**config.mk**
```make
export PLATFORM = sky130hd
export DESIGN_NAME = quadrature_decoder_window_speed_top_flat
export DESIGN_NICKNAME = d
export VERILOG_FILES = /design/src/sv/qdw_pkg.sv /design/src/sv/qdw_if.sv /design/src/sv/qdw_div.sv /design/src/sv/qdw_dp.sv /design/src/sv/qdw_ctrl.sv /design/src/sv/quadrature_decoder_window_speed_top.sv /design/src/flat_wrapper.sv
export SDC_FILE = /design/constraint.sdc
export NUM_CORES = 2
export LEC_CHECK = 0
export ABC_AREA = 1
export BUFFER_PORTS_ARGS = -buffer_cell sky130_fd_sc_hd__buf_2
export CORE_MARGIN = 2
export CORE_UTILIZATION = 65
export DETAILED_ROUTE_END_ITERATION = 8
export GPL_ROUTABILITY_DRIVEN = 0
export GPL_TIMING_DRIVEN = 0
export PLACE_DENSITY_LB_ADDON = 0.05
export SLEW_MARGIN = 30
export SYNTH_ARGS = -nofsm -noshare
export SYNTH_HDL_FRONTEND = slang
export SYNTH_SLANG_ARGS = --single-unit
```
**constraint.sdc**
```tcl
create_clock -name clk -period 40.3 [get_ports clk]
set_clock_uncertainty 0.2 [all_clocks]
set_input_delay 8.06 -clock clk [delete_from_list [all_inputs] [get_ports clk]]
set_output_delay 8.06 -clock clk [all_outputs]
set_load 0.005 [all_outputs]
```
**src/sv/qdw_pkg.sv**
```systemverilog
// ----------------------------------------------------------------------------
// qdw_pkg
// Shared types, constants and the step table of the quadrature decoder.
// ----------------------------------------------------------------------------
package qdw_pkg;

  localparam int CNT_W = 32;
  localparam int MS_PER_S = 1000;
  localparam logic [1:0] PIN_MASK = 2'h3;

  localparam int DIV_DIGITS = 6;
  localparam int DIV_BITS = 42;
  localparam int DIV_STEPS = DIV_BITS / DIV_DIGITS;
  localparam int DIV_CNT_W = $clog2(DIV_STEPS);

  typedef enum logic [1:0] {
    OP_SAMPLE = 2'd0,
    OP_TICK   = 2'd1,
    OP_CLEAR  = 2'd2,
    OP_INIT   = 2'd3
  } op_t;

  typedef enum logic [2:0] {
    S_IDLE,
    S_MUL,
    S_START,
    S_DIV,
    S_SAT,
    S_PUB
  } state_t;

  typedef struct packed {
    logic exec;
    logic mul_load;
    logic div_start;
    logic rate_write;
    logic sel;
    logic publish;
  } cmd_t;

  typedef struct packed {
    logic div_done;
  } status_t;

  // x4 step: +1 forward, -1 reverse, 0 for no change or a double step
  function automatic logic [1:0] step_of(input logic [1:0] prev, input logic [1:0] now);
    logic [3:0] idx;
    logic [1:0] step;
    idx = {prev & PIN_MASK, now & PIN_MASK};
    case (idx) inside
      4'd2, 4'd4, 4'd11, 4'd13: step = 2'b01;
      4'd1, 4'd7, 4'd8, 4'd14:  step = 2'b11;
      default:                  step = 2'b00;
    endcase
    return step;
  endfunction

endpackage

```
**src/sv/qdw_if.sv**
```systemverilog
// ----------------------------------------------------------------------------
// qdw_if
// Valid/ready channels for operation items and count/speed results.
// ----------------------------------------------------------------------------
interface qdw_in_if;
  logic       valid;
  logic       ready;
  logic [1:0] op;
  logic       motor;
  logic [1:0] pins_motor0;
  logic [1:0] pins_motor1;

  modport source (output valid, op, motor, pins_motor0, pins_motor1, input ready);
  modport sink (input valid, op, motor, pins_motor0, pins_motor1, output ready);
endinterface

interface qdw_out_if;
  logic               valid;
  logic               ready;
  logic signed [31:0] count_motor0;
  logic signed [31:0] count_motor1;
  logic signed [31:0] speed_motor0;
  logic signed [31:0] speed_motor1;

  modport source (output valid, count_motor0, count_motor1, speed_motor0, speed_motor1,
                  input ready);
  modport sink (input valid, count_motor0, count_motor1, speed_motor0, speed_motor1,
                output ready);
endinterface

```
**src/sv/qdw_div.sv**
```systemverilog
// ----------------------------------------------------------------------------
// qdw_div
// Multi-cycle unsigned divider by the window length, several digits a cycle.
// ----------------------------------------------------------------------------
module qdw_div #(
  parameter int WINDOW = 10
) (
  input  logic                         clk,
  input  logic                         rst,
  input  logic                         start,
  input  logic [qdw_pkg::DIV_BITS-1:0] dividend,
  output logic [qdw_pkg::DIV_BITS-1:0] quotient,
  output logic                         done
);
  import qdw_pkg::*;

  localparam int REM_W = $clog2(WINDOW + 1);

  logic [DIV_BITS-1:0]  work;
  logic [DIV_BITS-1:0]  work_next;
  logic [REM_W-1:0]     rem;
  logic [REM_W-1:0]     rem_next;
  logic                 busy;
  logic [DIV_CNT_W-1:0] cnt;

  always_comb begin
    logic [REM_W:0]      trial;
    logic [DIV_BITS-1:0] w;
    logic [REM_W-1:0]    r;
    w = work;
    r = rem;
    trial = '0;
    for (int k = 0; k < DIV_DIGITS; k++) begin
      trial = {r, w[DIV_BITS-1]};
      w = {w[DIV_BITS-2:0], 1'b0};
      if (trial >= (REM_W+1)'(WINDOW)) begin
        trial = trial - (REM_W+1)'(WINDOW);
        w[0] = 1'b1;
      end
      r = trial[REM_W-1:0];
    end
    work_next = w;
    rem_next = r;
  end

  always_ff @(posedge clk) begin
    if (rst) begin
      busy <= 1'b0;
      done <= 1'b0;
      cnt  <= '0;
    end else begin
      done <= 1'b0;
      if (start) begin
        busy <= 1'b1;
        cnt  <= '0;
      end else if (busy) begin
        if (cnt == DIV_CNT_W'(DIV_STEPS - 1)) begin
          busy <= 1'b0;
          done <= 1'b1;
        end
        cnt <= cnt + 1'b1;
      end
    end
  end

  always_ff @(posedge clk) begin
    if (start) begin
      work <= dividend;
      rem  <= '0;
    end else if (busy) begin
      work <= work_next;
      rem  <= rem_next;
    end
  end

  assign quotient = work;

endmodule

```
**src/sv/qdw_dp.sv**
```systemverilog
// ----------------------------------------------------------------------------
// qdw_dp
// Counts, speeds, pin history, count history ring and speed arithmetic.
// ----------------------------------------------------------------------------
module qdw_dp #(
  parameter int WINDOW = 10
) (
  input  logic               clk,
  input  logic               rst,
  input  qdw_pkg::cmd_t      cmd,
  output qdw_pkg::status_t   status,
  input  logic [1:0]         op,
  input  logic               motor,
  input  logic [1:0]         pins_motor0,
  input  logic [1:0]         pins_motor1,
  output logic signed [31:0] count_motor0,
  output logic signed [31:0] count_motor1,
  output logic signed [31:0] speed_motor0,
  output logic signed [31:0] speed_motor1
);
  import qdw_pkg::*;

  localparam int SLOT_W = (WINDOW > 1) ? $clog2(WINDOW) : 1;

  op_t                 op_code;
  logic [CNT_W-1:0]    position [2];
  logic [CNT_W-1:0]    rate [2];
  logic [1:0]          prev_pins [2];
  logic [SLOT_W-1:0]   ring_slot;
  logic [SLOT_W-1:0]   slot_next;
  logic [WINDOW-1:0]   hist_ok0;
  logic [WINDOW-1:0]   hist_ok1;
  logic [CNT_W-1:0]    hist0 [WINDOW];
  logic [CNT_W-1:0]    hist1 [WINDOW];
  logic [CNT_W-1:0]    rd0;
  logic [CNT_W-1:0]    rd1;
  logic                rd_ok0;
  logic                rd_ok1;
  logic                hist_we;
  logic [1:0]          step0;
  logic [1:0]          step1;
  logic [CNT_W-1:0]    old_count;
  logic [CNT_W-1:0]    diff;
  logic [CNT_W-1:0]    mag;
  logic [DIV_BITS-1:0] product;
  logic [DIV_BITS-1:0] mul_q;
  logic                mul_neg;
  logic [DIV_BITS-1:0] quo;
  logic [CNT_W-1:0]    sat_value;

  assign op_code = op_t'(op);
  assign hist_we = cmd.exec && (op_code == OP_TICK);
  assign slot_next = (ring_slot == SLOT_W'(WINDOW - 1)) ? '0 : ring_slot + 1'b1;
  assign step0 = step_of(prev_pins[0], pins_motor0);
  assign step1 = step_of(prev_pins[1], pins_motor1);

  always_ff @(posedge clk) begin
    if (rst) begin
      position[0]  <= '0;
      position[1]  <= '0;
      rate[0]      <= '0;
      rate[1]      <= '0;
      prev_pins[0] <= '0;
      prev_pins[1] <= '0;
      ring_slot    <= '0;
      hist_ok0     <= '0;
      hist_ok1     <= '0;
    end else begin
      if (cmd.exec) begin
        case (op_code)
          OP_SAMPLE: begin
            position[0]  <= position[0] + {{(CNT_W-2){step0[1]}}, step0};
            position[1]  <= position[1] + {{(CNT_W-2){step1[1]}}, step1};
            prev_pins[0] <= pins_motor0 & PIN_MASK;
            prev_pins[1] <= pins_motor1 & PIN_MASK;
          end
          OP_TICK: begin
            ring_slot           <= slot_next;
            hist_ok0[ring_slot] <= 1'b1;
            hist_ok1[ring_slot] <= 1'b1;
          end
          OP_CLEAR: begin
            if (motor) begin
              position[1] <= '0;
              rate[1]     <= '0;
              hist_ok1    <= '0;
            end else begin
              position[0] <= '0;
              rate[0]     <= '0;
              hist_ok0    <= '0;
            end
          end
          OP_INIT: begin
            position[0]  <= '0;
            position[1]  <= '0;
            rate[0]      <= '0;
            rate[1]      <= '0;
            hist_ok0     <= '0;
            hist_ok1     <= '0;
            prev_pins[0] <= pins_motor0 & PIN_MASK;
            prev_pins[1] <= pins_motor1 & PIN_MASK;
            ring_slot    <= '0;
          end
          default: ;
        endcase
      end
      if (cmd.rate_write) begin
        rate[cmd.sel] <= sat_value;
      end
    end
  end

  // history ring, old entry read out as the new one goes in
  always_ff @(posedge clk) begin
    if (hist_we) begin
      hist0[ring_slot] <= position[0];
      hist1[ring_slot] <= position[1];
      rd0              <= hist0[ring_slot];
      rd1              <= hist1[ring_slot];
      rd_ok0           <= hist_ok0[ring_slot];
      rd_ok1           <= hist_ok1[ring_slot];
    end
  end

  always_comb begin
    if (cmd.sel) begin
      old_count = rd_ok1 ? rd1 : '0;
    end else begin
      old_count = rd_ok0 ? rd0 : '0;
    end
    diff = position[cmd.sel] - old_count;
    mag = diff[CNT_W-1] ? (~diff + 1'b1) : diff;
    product = DIV_BITS'(mag) * DIV_BITS'(MS_PER_S);
  end

  always_ff @(posedge clk) begin
    if (cmd.mul_load) begin
      mul_q   <= product;
      mul_neg <= diff[CNT_W-1];
    end
  end

  qdw_div #(
    .WINDOW(WINDOW)
  ) u_div (
    .clk      (clk),
    .rst      (rst),
    .start    (cmd.div_start),
    .dividend (mul_q),
    .quotient (quo),
    .done     (status.div_done)
  );

  always_comb begin
    if (mul_neg) begin
      if ((|quo[DIV_BITS-1:CNT_W]) || (quo[CNT_W-1] && (|quo[CNT_W-2:0]))) begin
        sat_value = 32'h8000_0000;
      end else begin
        sat_value = ~quo[CNT_W-1:0] + 1'b1;
      end
    end else if (|quo[DIV_BITS-1:CNT_W-1]) begin
      sat_value = 32'h7FFF_FFFF;
    end else begin
      sat_value = quo[CNT_W-1:0];
    end
  end

  always_ff @(posedge clk) begin
    if (cmd.publish) begin
      count_motor0 <= $signed(position[0]);
      count_motor1 <= $signed(position[1]);
      speed_motor0 <= $signed(rate[0]);
      speed_motor1 <= $signed(rate[1]);
    end
  end

  a_clear_motor0: assert property (@(posedge clk) disable iff (rst)
    cmd.exec && (op_code == OP_CLEAR) && !motor |=> (position[0] == '0) && (rate[0] == '0))
    else $error("motor 0 clear did not zero count and speed");

  a_rate0_hold: assert property (@(posedge clk) disable iff (rst)
    !cmd.rate_write && !(cmd.exec && ((op_code == OP_CLEAR) || (op_code == OP_INIT)))
    |=> $stable(rate[0]))
    else $error("motor 0 speed changed outside a speed update");

endmodule

```
**src/sv/qdw_ctrl.sv**
```systemverilog
// ----------------------------------------------------------------------------
// qdw_ctrl
// Sequencer: operation accept, per-motor speed update, result publish.
// ----------------------------------------------------------------------------
module qdw_ctrl (
  input  logic             clk,
  input  logic             rst,
  input  logic             in_valid,
  input  logic [1:0]       op,
  output logic             in_ready,
  output logic             out_valid,
  input  logic             out_ready,
  output qdw_pkg::cmd_t    cmd,
  input  qdw_pkg::status_t status
);
  import qdw_pkg::*;

  state_t state;
  state_t state_next;
  logic   sel;
  logic   sel_next;
  logic   out_free;

  assign out_free = !out_valid || out_ready;

  always_comb begin
    state_next = state;
    sel_next = sel;
    case (state)
      S_IDLE: begin
        sel_next = 1'b0;
        if (in_valid) begin
          state_next = (op_t'(op) == OP_TICK) ? S_MUL : S_PUB;
        end
      end
      S_MUL:   state_next = S_START;
      S_START: state_next = S_DIV;
      S_DIV: begin
        if (status.div_done) begin
          state_next = S_SAT;
        end
      end
      S_SAT: begin
        if (sel) begin
          state_next = S_PUB;
        end else begin
          sel_next = 1'b1;
          state_next = S_MUL;
        end
      end
      S_PUB: begin
        if (out_free) begin
          state_next = S_IDLE;
        end
      end
      default: state_next = S_IDLE;
    endcase
  end

  always_comb begin
    in_ready = (state == S_IDLE);
    cmd = '0;
    cmd.exec = (state == S_IDLE) && in_valid;
    cmd.mul_load = (state == S_MUL);
    cmd.div_start = (state == S_START);
    cmd.rate_write = (state == S_SAT);
    cmd.sel = sel;
    cmd.publish = (state == S_PUB) && out_free;
  end

  always_ff @(posedge clk) begin
    if (rst) begin
      state     <= S_IDLE;
      sel       <= 1'b0;
      out_valid <= 1'b0;
    end else begin
      state <= state_next;
      sel   <= sel_next;
      if (cmd.publish) begin
        out_valid <= 1'b1;
      end else if (out_ready) begin
        out_valid <= 1'b0;
      end
    end
  end

  a_tick_to_mul: assert property (@(posedge clk) disable iff (rst)
    cmd.exec && (op_t'(op) == OP_TICK) |=> (state == S_MUL))
    else $error("tick transaction did not start a speed update");

  a_sel_stable_div: assert property (@(posedge clk) disable iff (rst)
    (state == S_DIV) |=> $stable(sel))
    else $error("motor select moved during a division");

endmodule

```
**src/sv/quadrature_decoder_window_speed_top.sv**
```systemverilog
// ----------------------------------------------------------------------------
// quadrature_decoder_window_speed_top
// Two-encoder x4 quadrature decoder with rolling-window speed.
// ----------------------------------------------------------------------------
// samples carries one operation per transaction: pin sample, millisecond
// tick, clear of one motor, or init of both. results returns exactly one
// transaction per operation with both counts and both speeds after it.
// A pin sample, clear or init goes from accept to the publish state, which
// registers its result once the output register is free. A tick runs,
// for each motor, a multiply state, a divider start state, the shared
// divider (6 quotient bits a cycle over a 42-bit product) and a saturate
// state, motor 0 then motor 1, before the publish state. In both cases the
// next operation is taken only after the result has been published.
// The count history lives in one ring per motor with a valid flag per
// entry, so clear and init take effect in their accept cycle.
// Reset clears counts, speeds, pin history, ring slot and ring flags at
// once; the block is ready in the first cycle after reset.
// The result sits in an output register; a stalled receiver holds it, and
// the next operation can be accepted while it waits, but that operation's
// result is held back until the register is taken.
// ----------------------------------------------------------------------------
module quadrature_decoder_window_speed_top #(
  parameter int WINDOW = 10
) (
  input logic        clk,
  input logic        rst,
  qdw_in_if.sink     samples,
  qdw_out_if.source  results
);
  import qdw_pkg::*;

  cmd_t    cmd;
  status_t status;

  qdw_ctrl u_ctrl (
    .clk       (clk),
    .rst       (rst),
    .in_valid  (samples.valid),
    .op        (samples.op),
    .in_ready  (samples.ready),
    .out_valid (results.valid),
    .out_ready (results.ready),
    .cmd       (cmd),
    .status    (status)
  );

  qdw_dp #(
    .WINDOW(WINDOW)
  ) u_dp (
    .clk          (clk),
    .rst          (rst),
    .cmd          (cmd),
    .status       (status),
    .op           (samples.op),
    .motor        (samples.motor),
    .pins_motor0  (samples.pins_motor0),
    .pins_motor1  (samples.pins_motor1),
    .count_motor0 (results.count_motor0),
    .count_motor1 (results.count_motor1),
    .speed_motor0 (results.speed_motor0),
    .speed_motor1 (results.speed_motor1)
  );

endmodule

```
**src/flat_wrapper.sv**
```systemverilog
// flat-port wrapper written by rule: the top's interface ports become plain ports
module quadrature_decoder_window_speed_top_flat import qdw_pkg::*;
#(
  parameter int WINDOW = 10
)
  (clk, rst, samples_valid, samples_op, samples_motor, samples_pins_motor0, samples_pins_motor1, samples_ready, results_valid, results_count_motor0, results_count_motor1, results_speed_motor0, results_speed_motor1, results_ready);
  qdw_in_if samples_i ();
  qdw_out_if results_i ();
  input logic clk;
  input logic rst;
  input wire logic [$bits(samples_i.valid)-1:0] samples_valid;
  input wire logic [$bits(samples_i.op)-1:0] samples_op;
  input wire logic [$bits(samples_i.motor)-1:0] samples_motor;
  input wire logic [$bits(samples_i.pins_motor0)-1:0] samples_pins_motor0;
  input wire logic [$bits(samples_i.pins_motor1)-1:0] samples_pins_motor1;
  output wire logic [$bits(samples_i.ready)-1:0] samples_ready;
  output wire logic [$bits(results_i.valid)-1:0] results_valid;
  output wire logic [$bits(results_i.count_motor0)-1:0] results_count_motor0;
  output wire logic [$bits(results_i.count_motor1)-1:0] results_count_motor1;
  output wire logic [$bits(results_i.speed_motor0)-1:0] results_speed_motor0;
  output wire logic [$bits(results_i.speed_motor1)-1:0] results_speed_motor1;
  input wire logic [$bits(results_i.ready)-1:0] results_ready;
  assign samples_i.valid = samples_valid;
  assign samples_i.op = samples_op;
  assign samples_i.motor = samples_motor;
  assign samples_i.pins_motor0 = samples_pins_motor0;
  assign samples_i.pins_motor1 = samples_pins_motor1;
  assign samples_ready = samples_i.ready;
  assign results_valid = results_i.valid;
  assign results_count_motor0 = results_i.count_motor0;
  assign results_count_motor1 = results_i.count_motor1;
  assign results_speed_motor0 = results_i.speed_motor0;
  assign results_speed_motor1 = results_i.speed_motor1;
  assign results_i.ready = results_ready;
  quadrature_decoder_window_speed_top #(.WINDOW(WINDOW)) u_core (.clk(clk), .rst(rst), .samples(samples_i), .results(results_i));
endmodule
```
# ---- Word-level counts from Yosys, hierarchy flattened
# Memory sizes are Yosys's and may differ from the RTL's. A register that Yosys moved wholly into a read port is not among the register bits.
# Cells that the tools add are included.
dict set report op_classes {
  n_mul 1
  bitwise 19
  add_sub_neg 13
  eq_ne 31
  n_reduce_logical 29
  order_cmp 8
  mux 94
}
# op count
set ops {}
lappend ops {{$mux 32} 18}
lappend ops {{$mux 42} 2}
lappend ops {{$add 32x1->32 const B} 2}
lappend ops {{$add 32x32->32} 2}
lappend ops {{$not 32->32} 2}
lappend ops {{$pmux 10 s3} 2}
lappend ops {{$mux 1} 44}
lappend ops {{$mul 32x7->39 const B} 1}
lappend ops {{$eq 4x4->1 const B} 9}
lappend ops {{$reduce_or 32->1} 1}
lappend ops {{$sub 32x32->32} 1}
lappend ops {{$reduce_or 31->1} 1}
lappend ops {{$ge 5x4->1 const B} 6}
lappend ops {{$mux 4} 7}
lappend ops {{$sub 4x4->4 const B} 6}
lappend ops {{$mux 10} 2}
lappend ops {{$or 10x10->10} 2}
lappend ops {{$pmux 3 s6} 1}
lappend ops {{$eq 4x3->1 const B} 4}
lappend ops {{$mux 2} 8}
lappend ops {{$reduce_or 4->1} 4}
lappend ops {{$mux 3} 5}
lappend ops {{$or 1x1->1} 14}
lappend ops {{$reduce_or 11->1} 1}
lappend ops {{other kinds (29)} 50}
dict set report word_totals {
  inputBits 11
  elab_cells 218
  memories 5
  reg_bits 186
  ram_bits 772
  out_inout_bits 130
}
# name depth width rd rd_ports_with_merged_regs write_ports line_no
set mem_list {}
lappend mem_list {u_core.u_dp.hist0 10 32 1 1 1 qdw_dp.sv:33} ;# logic [CNT_W-1:0] hist0 [WINDOW];
lappend mem_list {u_core.u_dp.hist1 10 32 1 1 1 qdw_dp.sv:34} ;# logic [CNT_W-1:0] hist1 [WINDOW];
lappend mem_list {u_core.u_dp.position 2 32 3 1 2 qdw_dp.sv:26} ;# logic [CNT_W-1:0] position [2];
lappend mem_list {u_core.u_dp.rate 2 32 2 2 2 qdw_dp.sv:27} ;# logic [CNT_W-1:0] rate [2];
lappend mem_list {u_core.u_dp.prev_pins 2 2 2 0 2 qdw_dp.sv:28} ;# logic [1:0] prev_pins [2];

# ---- Logic depth before layout (Yosys ltp)
dict set report logic_depth {
  depth_word 14
  mapped_depth 49
  mapped_depth_nobuf 49
}

# ---- Modules after synthesis
# From an unflattened synthesis, not the netlist that was laid out.
dict set report unflattened {
  cells_unflattened 4748
  hier_area_um2 53161.0
}
# module n_inst cells_per_inst area_each_um2 seq_area_each_um2
set modules_own_cells {}
lappend modules_own_cells {qdw_dp 1 4362 49934.1 30689.4}
lappend modules_own_cells {qdw_div 1 333 2899.0 1441.4}
lappend modules_own_cells {qdw_ctrl 1 53 327.8 100.1}

# ---- Worst setup path after synthesis
# OpenSTA, ideal clock, no wires.
dict set report synth_path {
  path_kind {input -> register}
  start {input results_ready}
  end {register u_core.u_dp.speed_motor0[0] (netlist: results_speed_motor0[0]) (read register of u_core.u_dp.rate) (enable)}
  arrival_ps 20140
  path_slack_ps 19030
  t_required_ps 39170
  n_path_buf 0
  setup_time_ps 930
  stages 2
  cell_sequence {nor2_1 > nor4_1}
}
# item line_no
set synth_rtl {}
lappend synth_rtl {{from (decl)} flat_wrapper.sv:22} ;# input wire logic [$bits(results_i.ready)-1:0] results_ready;
lappend synth_rtl {{to (decl)} qdw_dp.sv:18} ;# output logic signed [31:0] speed_motor0,

==> results.ini <==
[outcome]
status = finished, final reports clean

[cts]
cts_hold_buf = 0
clock_path_buffers = 3
cts.htree.levels = 3
cts-resized-gates = 0
insertion_delay_ns = 0.70
numCtsBuffers = 105
clkTransAtPathRegs_ns = 0.06
post_cts_buffers = 0
cts_num_sinks = 1087
cts_root_buf = clkbuf_16
cts_tree = built

[routing]
wl_per_cell_um = 23.24
ant_nets = 0
finalWirelength_mm = 133.0
post-route-drc-count = 0
post_drt_via_cell_ratio = 6.074
drt-pass1-iter-count = 8
drtIter0Drc = 3989
via_count = 34760

[floorplan]
num_rows = 103
die_h_um = 285.4
die_area_sq_um = 81450
design.core.area_sq_um = 78740
ios = 141
initial_core_util_pct = 65.37
dieWidth_um = 285.4

[critical_path]
cp-start-kind = input pin
cp-end-kind = flip-flop
crit_start = samples_pins_motor0[0]
crit_fanout = 11
crit_arrival_ns = 12.68
crit_required_ns = 40.65
endpoint = u_core.u_dp.position[0][28]$_SDFFCE_PP0P_
r2r_setup_slack_ns = 29.52
rr_worst_depth = 43
r2r_end = u_core.u_dp.mul_q[32]$_DFFE_PP_
worstSetupPathType = input pin to flip-flop

[sta]
timing.slew.headroom_pct = 25.20
worstMarginPinSlew_ns = 1.118
finalSetupViolations = 0
final_max_slew_viol_count = 0
hold_viol_final = 0
grt_setup_unrepaired = false
layout_worst_path_cycle_share_pct = 30.60
finalCriticalPeriod_ns = 12.33
max_freq_mhz = 81.08
tns_ns = 0

[cells_and_area]
finalNonFillerCells = 5723
seq_area_sq_um = 32250
multi_input_area_sq_um = 17160
fillCellCount = 5115
area_growth_pct = 13.20
finalNetCount = 4885
design_area_sq_um = 58270
layout-drive-gt1-share_pct = 13.14

[synth]
synth_ff_type = edfxtp_1
synthesis.instances = 4209
synthMuxAreaShare_pct = 0.6539
synth-edff-count = 1048
synth_area_leaders = edfxtp_1 61%, ha_1 4.5%, fa_1 4.4%
netlist-cell-type-count = 69
ys_seq_elements = 1087
yosysTopAreaCell = edfxtp_1
syn_nets = 4517
synth_xor_area_share_pct = 2.234
synth-adder-area-share_pct = 8.853
syn_area_per_cell_sq_um = 12.23
synth_top_family_by_area = compound AO/OA/AOI/OAI gates
async_flop_share_pct = 0
yosys.area.top_type_share_pct = 61.14
synthesis.area_sq_um = 51470
synth-compound-area-share_pct = 11.63
synth_seq_area_share_pct = 62.66
synth-simple-area-share_pct = 9.704
yosys_warnings = 0

[grt]
grt_max_degree = 33
grt_antenna_before_repair = 0
grt_pass1_vias = 33780
grt_pass1_wl_mm = 199.9
grt_overflow_total = 0
grtUsageTotal_pct = 32.75

[hold_path]
hp-class = flip-flop to flip-flop
min-delay-start = u_core.u_dp.rate[0][6]$_SDFFCE_PN0P_

[run]
maxCapViolCount = 0

[place]
place_area_sq_um = 54820
numPortBuffers = 140
post-place-cells = 5520
dp_hpwl_mm = 98.41

[metrics by stage]
| stage | setup slack [ns] | utilization (%) | hold WS [ns] |
|---|---|---|---|
| 2_1_floorplan | 19.03 | - | 0.2003 |
| 3_3_place_gp | 12.31 | 67.92 | 0.2017 |
| 3_5_place_dp | 27.35 | 69.62 | 0.2045 |
| 4_1_cts | 28.05 | 73.95 | 0.2187 |
| 5_1_grt | 27.62 | 73.98 | 0.2232 |
| 6_report | 27.97 | 74.00 | 0.2184 |
[synth_stat cells, drive strengths merged, types with 5 or more instances]
cell    number
inv        443
nand3b       5
a21oi      360
ha         185
or3         64
edfxtp    1048
a21boi       7
nand4       26
fa         112
xor2        82
nand3       93
nor2       391
clkbuf     113
a21o         8
a22oi      293
xnor2       36
or2         10
o21ai      209
dfxtp       39
nor3        79
nor4        11
o211ai       6
clkinv       6
o21bai       9
o21a        41
nand2      437
a31oi       17
mux2        29
o22ai        5
buf         20
[cells in the final DEF, fill, tap and decap left out, types with 83 or more instances in the layout]
| cell type | netlist | final |
|---|---|---|
| buf_2 | 3 | 164 |
| clkbuf_16 | 0 | 106 |
| fa_1 | 112 | 112 |
| clkbuf_1 | 113 | 128 |
| nand2_1 | 402 | 400 |
| nand3_1 | 85 | 83 |
| o21ai_0 | 188 | 187 |
| ha_1 | 185 | 185 |
| a21oi_1 | 351 | 351 |
| inv_1 | 415 | 413 |
| edfxtp_1 | 1048 | 1048 |
| a22oi_1 | 293 | 293 |
| nor2_1 | 376 | 369 |
[layout make-up]
type	count	area share, %
clock buffers	127	4.728
multi-input cells	2540	29.46
clock inverters	69	1.121
inverters	449	2.901
repair buffers	261	3.288
plain buffers	133	0.8697
well taps	1050	2.255
diodes	7	0.03006
flip-flops and latches	1087	55.35
[sequential cells by signal, summed over array words and instances (netlist names), 3 cells and up, named ones only]
register                    flops
u_core.u_dp.hist0             320
u_core.u_dp.hist1             320
u_core.u_dp.position           64
u_core.u_dp.rate               64
u_core.u_dp.u_div.quotient     42
u_core.u_dp.mul_q              39
results_speed_motor0           32
results_speed_motor1           32
u_core.u_dp.count_motor0       32
u_core.u_dp.count_motor1       32
u_core.u_dp.rd0                32
u_core.u_dp.rd1                32
u_core.u_dp.hist_ok0           10
u_core.u_dp.hist_ok1           10
u_core.u_dp.prev_pins           4
u_core.u_dp.ring_slot           4
u_core.u_dp.u_div.rem           4
u_core.u_ctrl.state             3
u_core.u_dp.u_div.cnt           3
[kinds of logic after synthesis]
kind of cell / count (synthesis)
AOI/OAI and AO/OA: 976
xor gates and xnor gates: 118
adders and majority gates: 297
buffers and inverters: 582
DFF: 1087
muxes: 30
and+or+nand+nor: 1119
[metal layers]
layer  routed length, um  track usage [%]
met1               51960            44.06
met2               63820            53.57
met3                9730            3.592
met4                7495            16.69
met5                   0                0
[how the worst min path moves through the flow]
stage,end,slack [ns],depth (start not counted)
detailed placement,results_speed_motor0[6]$_DFFE_PP_,0.20,0
finish,results_speed_motor0[6]$_DFFE_PP_,0.22,0
global placement,results_speed_motor1[9]$_DFFE_PP_,0.20,0
CTS,results_speed_motor0[6]$_DFFE_PP_,0.22,0
floorplan,results_speed_motor0[0]$_DFFE_PP_,0.20,0
global route,results_speed_motor1[7]$_DFFE_PP_,0.22,0
[worst max-delay path, stage by stage]
cell and delay, ns:
buf_2 0.10, xor2_1 0.36, inv_1 0.16, nor2_4 0.51, inv_1 0.17, nand2_1 0.11, ha_1 0.18, inv_1 0.07
fa_1 0.43, nor2_1 0.19, o21a_1 0.16, o21ai_0 0.10, nand2_1 0.17, a21oi_1 0.13, o21a_1 0.21, o21ai_0 0.29
nand3_1 0.12, nand2_1 0.12, nand2_1 0.07, nand2_1 0.13, nand3_1 0.09, nand2_1 0.11, nand2_1 0.06, nand2_1 0.13
nand3_1 0.09, nand2_1 0.08, o21ai_0 0.08, a21oi_1 0.17
Power is not shown: default switching activity piles up to over one toggle a cycle in this logic, so the estimate is an artifact.
